<file path="src/hw/rtl/llrpd_pkg.sv">
`timescale 1ns / 1ps

package llrpd_pkg;

   localparam int unsigned HDR_LEN     = 10;
   localparam int unsigned CSR_IDX_W   = 2;
   localparam int unsigned CSR_DATA_W  = 24;
   localparam int unsigned VER_W       = 3;
   localparam int unsigned TYPE_W      = 10;

   localparam logic [CSR_IDX_W-1:0] CSR_MIN_VERSION      = 2'd0;
   localparam logic [CSR_IDX_W-1:0] CSR_MAX_VERSION      = 2'd1;
   localparam logic [CSR_IDX_W-1:0] CSR_MAX_FRAME_LENGTH = 2'd2;

   localparam logic [VER_W-1:0]      MIN_VERSION_RST      = 3'd1;
   localparam logic [VER_W-1:0]      MAX_VERSION_RST      = 3'd1;
   localparam logic [CSR_DATA_W-1:0] MAX_FRAME_LENGTH_RST = 24'd4096;

   typedef enum logic [1:0] {
      KIND_HEADER  = 2'd0,
      KIND_BODY    = 2'd1,
      KIND_DISCARD = 2'd2
   } kind_type;

   typedef enum logic [1:0] {
      STAT_OK          = 2'd0,
      STAT_BAD_VERSION = 2'd1,
      STAT_SHORT       = 2'd2,
      STAT_LONG        = 2'd3
   } status_type;

   typedef struct packed {
      logic [31:0]       message_ident;
      logic [31:0]       message_length;
      logic [VER_W-1:0]  protocol_version;
      logic [TYPE_W-1:0] message_type;
      status_type        frame_status;
      logic              header_done;
      logic              frame_last;
      kind_type          byte_kind;
      logic [7:0]        out_byte;
   } result_type;

endpackage

</file>
<file path="src/hw/rtl/llrpd_parse.sv">
`timescale 1ns / 1ps

module llrpd_parse (
   input  logic                                clock,
   input  logic                                reset,
   input  logic                                csr_we,
   input  logic [llrpd_pkg::CSR_IDX_W-1:0]     csr_addr,
   input  logic [llrpd_pkg::CSR_DATA_W-1:0]    csr_wdata,
   input  logic                                take,
   input  logic [7:0]                          in_byte,
   input  logic                                chunk_end,
   output llrpd_pkg::result_type               result
);
   import llrpd_pkg::*;

   typedef enum logic [1:0] {
      PH_HEADER  = 2'd0,
      PH_BODY    = 2'd1,
      PH_DISCARD = 2'd2
   } phase_type;

   logic [VER_W-1:0]      min_version_ff;
   logic [VER_W-1:0]      max_version_ff;
   logic [CSR_DATA_W-1:0] max_frame_length_ff;

   phase_type   phase_ff,        phase_in;
   logic [3:0]  header_count_ff, header_count_in;
   logic [15:0] type_word_ff,    type_word_in;
   logic [31:0] length_shift_ff, length_shift_in;
   logic [31:0] ident_shift_ff,  ident_shift_in;
   logic [31:0] bytes_left_ff,   bytes_left_in;

   logic [VER_W-1:0] version;
   logic             version_bad;
   logic [31:0]      ident_full;
   logic [31:0]      max_len;

   assign version     = in_byte[4:2];
   assign version_bad = (version < min_version_ff) || (version > max_version_ff);
   assign ident_full  = {ident_shift_ff[23:0], in_byte};
   assign max_len     = {{(32-CSR_DATA_W){1'b0}}, max_frame_length_ff};

   always_comb begin
      phase_in        = phase_ff;
      header_count_in = header_count_ff;
      type_word_in    = type_word_ff;
      length_shift_in = length_shift_ff;
      ident_shift_in  = ident_shift_ff;
      bytes_left_in   = bytes_left_ff;

      result                  = '0;
      result.out_byte         = in_byte;
      result.byte_kind        = KIND_HEADER;
      result.frame_status     = STAT_OK;

      case (phase_ff)
         PH_BODY: begin
            result.byte_kind = KIND_BODY;
            bytes_left_in    = (bytes_left_ff != 32'd0) ? bytes_left_ff - 32'd1 : 32'd0;
            if (bytes_left_in == 32'd0) begin
               result.frame_last = 1'b1;
               phase_in          = PH_HEADER;
               header_count_in   = 4'd0;
            end
         end
         PH_DISCARD: begin
            result.byte_kind = KIND_DISCARD;
            if (chunk_end) begin
               phase_in        = PH_HEADER;
               header_count_in = 4'd0;
            end
         end
         default: begin
            if (header_count_ff == 4'd0) begin
               type_word_in = {in_byte, 8'h00};
               if (version_bad) begin
                  result.byte_kind    = KIND_DISCARD;
                  result.frame_status = STAT_BAD_VERSION;
                  header_count_in     = 4'd0;
                  phase_in            = chunk_end ? PH_HEADER : PH_DISCARD;
               end else begin
                  header_count_in = 4'd1;
               end
            end else if (header_count_ff == 4'd1) begin
               type_word_in    = {type_word_ff[15:8], in_byte};
               header_count_in = 4'd2;
            end else if (header_count_ff < 4'd6) begin
               length_shift_in = {length_shift_ff[23:0], in_byte};
               header_count_in = header_count_ff + 4'd1;
            end else if (header_count_ff < 4'(HDR_LEN - 1)) begin
               ident_shift_in  = ident_full;
               header_count_in = header_count_ff + 4'd1;
            end else begin
               // tenth byte: header complete, check length
               ident_shift_in          = ident_full;
               result.header_done      = 1'b1;
               result.message_type     = type_word_ff[TYPE_W-1:0];
               result.protocol_version = type_word_ff[TYPE_W+VER_W-1:TYPE_W];
               result.message_length   = length_shift_ff;
               result.message_ident    = ident_full;
               header_count_in         = 4'd0;
               if (length_shift_ff < 32'(HDR_LEN)) begin
                  result.byte_kind    = KIND_DISCARD;
                  result.frame_status = STAT_SHORT;
                  phase_in            = chunk_end ? PH_HEADER : PH_DISCARD;
               end else if (length_shift_ff > max_len) begin
                  result.byte_kind    = KIND_DISCARD;
                  result.frame_status = STAT_LONG;
                  phase_in            = chunk_end ? PH_HEADER : PH_DISCARD;
               end else if (length_shift_ff == 32'(HDR_LEN)) begin
                  result.frame_last = 1'b1;
                  phase_in          = PH_HEADER;
               end else begin
                  bytes_left_in = length_shift_ff - 32'(HDR_LEN);
                  phase_in      = PH_BODY;
               end
            end
         end
      endcase
   end

   always_ff @(posedge clock) begin
      if (reset) begin
         min_version_ff      <= MIN_VERSION_RST;
         max_version_ff      <= MAX_VERSION_RST;
         max_frame_length_ff <= MAX_FRAME_LENGTH_RST;
         phase_ff            <= PH_HEADER;
         header_count_ff     <= 4'd0;
      end else begin
         if (csr_we) begin
            case (csr_addr)
               CSR_MIN_VERSION:      min_version_ff      <= csr_wdata[VER_W-1:0];
               CSR_MAX_VERSION:      max_version_ff      <= csr_wdata[VER_W-1:0];
               CSR_MAX_FRAME_LENGTH: max_frame_length_ff <= csr_wdata;
               default: ;
            endcase
         end
         if (take) begin
            phase_ff        <= phase_in;
            header_count_ff <= header_count_in;
         end
      end
   end

   always_ff @(posedge clock) begin
      if (take) begin
         type_word_ff    <= type_word_in;
         length_shift_ff <= length_shift_in;
         ident_shift_ff  <= ident_shift_in;
         bytes_left_ff   <= bytes_left_in;
      end
   end

endmodule

</file>
<file path="src/hw/rtl/llrpd_out_reg.sv">
`timescale 1ns / 1ps

module llrpd_out_reg (
   input  logic                  clock,
   input  logic                  reset,
   input  logic                  in_valid,
   output logic                  in_ready,
   input  llrpd_pkg::result_type in_data,
   output logic                  out_valid,
   input  logic                  out_ready,
   output llrpd_pkg::result_type out_data
);
   import llrpd_pkg::*;

   logic       valid_ff;
   result_type data_ff;

   // refill in the same cycle the held word leaves
   assign in_ready  = !valid_ff || out_ready;
   assign out_valid = valid_ff;
   assign out_data  = data_ff;

   always_ff @(posedge clock) begin
      if (reset) begin
         valid_ff <= 1'b0;
      end else if (in_ready) begin
         valid_ff <= in_valid;
      end
   end

   always_ff @(posedge clock) begin
      if (in_valid && in_ready) begin
         data_ff <= in_data;
      end
   end

endmodule

</file>
<file path="src/hw/rtl/llrp_message_deframer.sv">
`timescale 1ns / 1ps

// Channel   Dir  Handshake              Payload
// req_      in   req_tvalid/req_tready  tdata: in_byte; tlast: chunk_end
// rsp_      out  rsp_tvalid/rsp_tready  tdata: result fields; tuser: byte_kind;
//                                       tlast: frame_last
// csr_      in   csr_we                 csr_addr, csr_wdata
//
// One word in, one word out, one word per cycle sustained while rsp_tready stays high;
// the result appears from the output register in the cycle after acceptance.
// Reset is synchronous and active high: parser in header phase, config at defaults.
// req_tready drops only while the output register holds a word and rsp_tready is low.

module llrp_message_deframer (
   input  logic                                clock,
   input  logic                                reset,
   input  logic                                req_tvalid,
   output logic                                req_tready,
   input  logic [7:0]                          req_tdata,  // [7:0] in_byte
   input  logic                                req_tlast,
   output logic                                rsp_tvalid,
   input  logic                                rsp_tready,
   // [7:0] out_byte, [8] header_done, [10:9] frame_status, [20:11] message_type,
   // [23:21] protocol_version, [55:24] message_length, [87:56] message_ident
   output logic [87:0]                         rsp_tdata,
   output logic [1:0]                          rsp_tuser,  // [1:0] byte_kind
   output logic                                rsp_tlast,
   input  logic                                csr_we,
   input  logic [llrpd_pkg::CSR_IDX_W-1:0]     csr_addr,
   input  logic [llrpd_pkg::CSR_DATA_W-1:0]    csr_wdata
);
   import llrpd_pkg::*;

   logic       take;
   result_type next_result;
   result_type held;

   assign take = req_tvalid && req_tready;

   llrpd_parse u_parse (
      .clock     (clock),
      .reset     (reset),
      .csr_we    (csr_we),
      .csr_addr  (csr_addr),
      .csr_wdata (csr_wdata),
      .take      (take),
      .in_byte   (req_tdata),
      .chunk_end (req_tlast),
      .result    (next_result)
   );

   llrpd_out_reg u_out_reg (
      .clock     (clock),
      .reset     (reset),
      .in_valid  (req_tvalid),
      .in_ready  (req_tready),
      .in_data   (next_result),
      .out_valid (rsp_tvalid),
      .out_ready (rsp_tready),
      .out_data  (held)
   );

   assign rsp_tdata = {held.message_ident, held.message_length, held.protocol_version,
                       held.message_type, held.frame_status, held.header_done,
                       held.out_byte};
   assign rsp_tuser = held.byte_kind;
   assign rsp_tlast = held.frame_last;

endmodule
</file>
<file path="config.mk">
export PLATFORM = sky130hd
export DESIGN_NAME = llrp_message_deframer
export DESIGN_NICKNAME = d
export VERILOG_FILES = /design/src/hw/rtl/llrpd_pkg.sv /design/src/hw/rtl/llrpd_parse.sv /design/src/hw/rtl/llrpd_out_reg.sv /design/src/hw/rtl/llrp_message_deframer.sv
export SDC_FILE = /design/constraint.sdc
export NUM_CORES = 1
export LEC_CHECK = 0
export ABC_AREA = 1
export BUFFER_PORTS_ARGS = -buffer_cell sky130_fd_sc_hd__buf_2
export CAP_MARGIN = 5
export CORE_MARGIN = 10
export CORE_UTILIZATION = 40
export CTS_CLUSTER_SIZE = 28
export DETAILED_ROUTE_END_ITERATION = 8
export GPL_TIMING_DRIVEN = 0
export SYNTH_ARGS = -nofsm -noshare
export SYNTH_HDL_FRONTEND = slang
export SYNTH_SLANG_ARGS = --single-unit
export TNS_END_PERCENT = 1
</file>
<file path="constraint.sdc">
create_clock -name clock -period 5.6 [get_ports clock]
set_input_delay 1.12 -clock clock [delete_from_list [all_inputs] [get_ports clock]]
set_output_delay 1.12 -clock clock [all_outputs]
set_load 0.02 [all_outputs]
</file>
==> impl_results.md <==
- Status: finished, final reports clean
- Crit path kind: flop to flop
- Compound-Gate Fraction of Synth Area: 6.86%
- Clock-pin slew on the worst setup and hold paths: 0.06 ns
- Worst setup margin: 2.19 ns
- Row cnt: 60
- Worst Path Max Fanout: 11
- Worst R2R End: u_parse.bytes_left_ff[24]
- Critical path capture point type: flop
- Overall power: 5120 uW
- WL/cell: 17.0 um
- RR Startpoint: u_parse.length_shift_ff[24]
- TNS Setup: 0 ns
- Least-Margin Pin Slew: 0.908 ns
- Crit-path cells: nor2_1, inv_1, nor3_1, nand3_1, nor3_1, nand4_1, nand2_1, nand2_1, inv_1, a31oi_1, nor3_2, buf_6, buf_6
- Synth area leaders: edfxtp_1 (52%), nor2_1 (7.2%), dfxtp_1 (6.7%)
- Yosys top cell area share: 52.3%
- Most frequent cells in the layout: nor2_1 (210), edfxtp_1 (192), nand2_1 (177)
- Io pins: 133
- Total wire length: 28.9 mm
- Final antenna-violating net count: 0
- DR WL met2: 13.2 mm
- Slew HR: 39.3%
- Synth unique cells: 38
- CTS tree: yes
- Yosys warns: 0
- # port buffers: 132
- RSZ-0062 raised after global routing: no
- Post-Synth Adder-Cell Area: 4.09%
- Hold Fails Final Rpt: 0
- Post-synthesis xor/xnor area fraction: 2.07%
- Final Cycle Share: 60.9%
- H-Tree Depth: 1
- Clock skew: 0.00965 ns
- Peak Freq: 0.293 GHz
- Final Cell Area: 13000 sq um
- PD cells: 393 nW/um^2
- Min Tclk post-route: 3.41 ns
- Gates resized, CTS repair: 0
- Nets: 1408
- Hold depth: 0
- Overall Global Routing Usage: 16.2%
- Final Wtd Congestion: 0.915
- Worst path bufs/invs: 4
- Hold_buf cts: 0
- First-pass detailed-route iteration total: 5
- Die area: 34600 sq um
- Clock tree buffer depth: 3
- Initial antenna violation count: 1
- Max-Cap Viols: 0
- Layout cell share with drive strength beyond 1: 15.5%
- Post-DR vias/cell: 4.92
- CP Data Arrival Time: 3.65 ns
- Syn-to-layout area delta: 18.3%
- Most common cell after layout, fill and taps aside: nor2_1
- Worst vdd ir: 0.177 mV
- Multiplexer share of the synthesized area: 0%
- Average size of a mapped cell: 9.44 sq um
- Critical-path top delay cell: nor3_2
- Num Clock Sinks: 229
- Die Ht: 186 um
- Post-CTS Setup Repair Bufs: 0
- Post-synthesis sequential area ratio: 59.1%
- Delay-heaviest family, CP: simple AND/OR/NAND/NOR gates
- Die Wd: 186 um
- Vias in the first global route: 8077
- Largest family of logic cells by synthesized area: simple AND/OR/NAND/NOR gates
- First-pass GRT wire length: 44.1 mm
- R2R cell count: 13
- Critical hold path startpoint: u_parse.ident_shift_ff[13]
- Hold crit path type: flop to flop
- Register-to-register setup slack: 2.19 ns
- Post-Syn Area: 11000 sq um
- Top layer in use: met4
- HPWL after DPL: 22.1 mm
- Simple-gate portion of the synthesized area: 20.6%
- CTS root buffer: clkbuf_16
- Largest net degree at the start of global routing: 76
- Final setup viols: 0
- DRC: 0
- Worst-skew pair later-pin latency: 0.53 ns
- Final max-slew violation count: 0
- DR vias: 8329
- Worst hold endpoint: u_parse.ident_shift_ff[21]
- Core area: 27000 sq um
- Dpl ws: 1.99 ns
- Seq cells post-synth: 229
- Slowest stage delay, CP: 0.57 ns
- Leak pwr: 0.00557 uW
- Leading area contributor after synthesis: edfxtp_1
- Worst setup SP type: flop
- Starting Density: 40.8%
- Remaining global-route overflow: 0
- DRT iter0 DRCs: 687
- Net Count, Synth: 1243
- Syn Inst Count: 1167
- Total CTS buffers: 26
- Met1 Wirelength: 13.3 mm
- DP Area: 12200 sq um
- Metal3 WL: 1.66 mm
- Layout fillers: 2583
- Worst endpoint required time: 5.84 ns
[sequential cells by signal, indices dropped and copies added, names as in the netlist, 3 cells and up]
signal,cells
u_parse.max_frame_length_ff,24
u_parse.min_version_ff,3
u_parse.type_word_ff,13
u_parse.header_count_ff,4
u_out_reg.out_data,91
u_parse.max_version_ff,3
u_parse.length_shift_ff,32
u_parse.ident_shift_ff,24
u_parse.bytes_left_ff,32
[power by group]
part	leakage, uW	total (uW)	internal [uW]	switching (uW)
clock network	0.000406	1660	988	676
logic	0.00302	1140	342	798
registers	0.00215	2310	2160	156
total	0.00557	5120	3490	1630
[Yosys cell counts, drive strengths merged]
master,number
o21ai,78
ha,36
nor3,18
clkinv,3
and3,1
nand3b,1
buf,7
xor2,23
dfxtp,37
a21oi,54
clkbuf,19
xnor2,3
o21bai,6
nand3,70
o211ai,1
nand4,19
nor4,1
a21o,1
or4,1
a22o,1
inv,179
nor2,226
nand2,186
edfxtp,192
o21a,1
a31oi,3
[logic make-up after synthesis]
kind of cell,count (synthesis)
XOR/XNOR,26
flip-flops,229
buffers and inverters,208
AND/OR/NAND/NOR,523
AO/OA/AOI/OAI,145
adder cells (fa/ha/maj),36
[layer usage]
layer | vias up | GRT usage, %
met5 | - | 0
met4 | 0 | 4.74
met3 | 44 | 2.59
met2 | 244 | 25.9
met1 | 3858 | 22.3
li1 | 4183 | -
[layout make-up]
cell class                 instances  area [sq um]  share of cell area, %
antenna                            1          2.50                 0.0192
buffer                            26           116                  0.893
clock buffer                      31           669                   5.14
clock inverter                    17           164                   1.26
inverter                         182           687                   5.27
multi-input combinational        730          3720                   28.6
sequential                       229          6510                   49.9
tap                              341           427                   3.27
timing repair buffer             137           737                   5.65
[metrics by stage]
step | hold slack, ns | util (%) | std cells
final | 0.448 | 48.2 | 1694
after global routing | 0.460 | 48.2 | 1694
after CTS | 0.448 | 48.2 | 1693
after detailed placement | 0.434 | 45.1 | 1645
after global placement | 0.430 | 44.8 | 1640
after floorplan | 0.426 | - | 1167
[worst max-delay path by stage]
stage,from,endpoint,slack [ns],depth (start not counted)
2_1_floorplan,rsp_tready,u_parse.length_shift_ff[0],0.26,6
3_3_place_gp,rsp_tready,u_parse.length_shift_ff[31],-1.32,7
3_5_place_dp,rsp_tready,u_parse.length_shift_ff[31],1.99,8
4_1_cts,u_parse.length_shift_ff[23],u_parse.bytes_left_ff[30],2.17,11
5_1_grt,u_parse.length_shift_ff[24],u_parse.bytes_left_ff[30],1.80,13
6_report,u_parse.length_shift_ff[24],u_parse.bytes_left_ff[24],2.19,13
No activity file was read; power rests on OpenSTA's default activity.
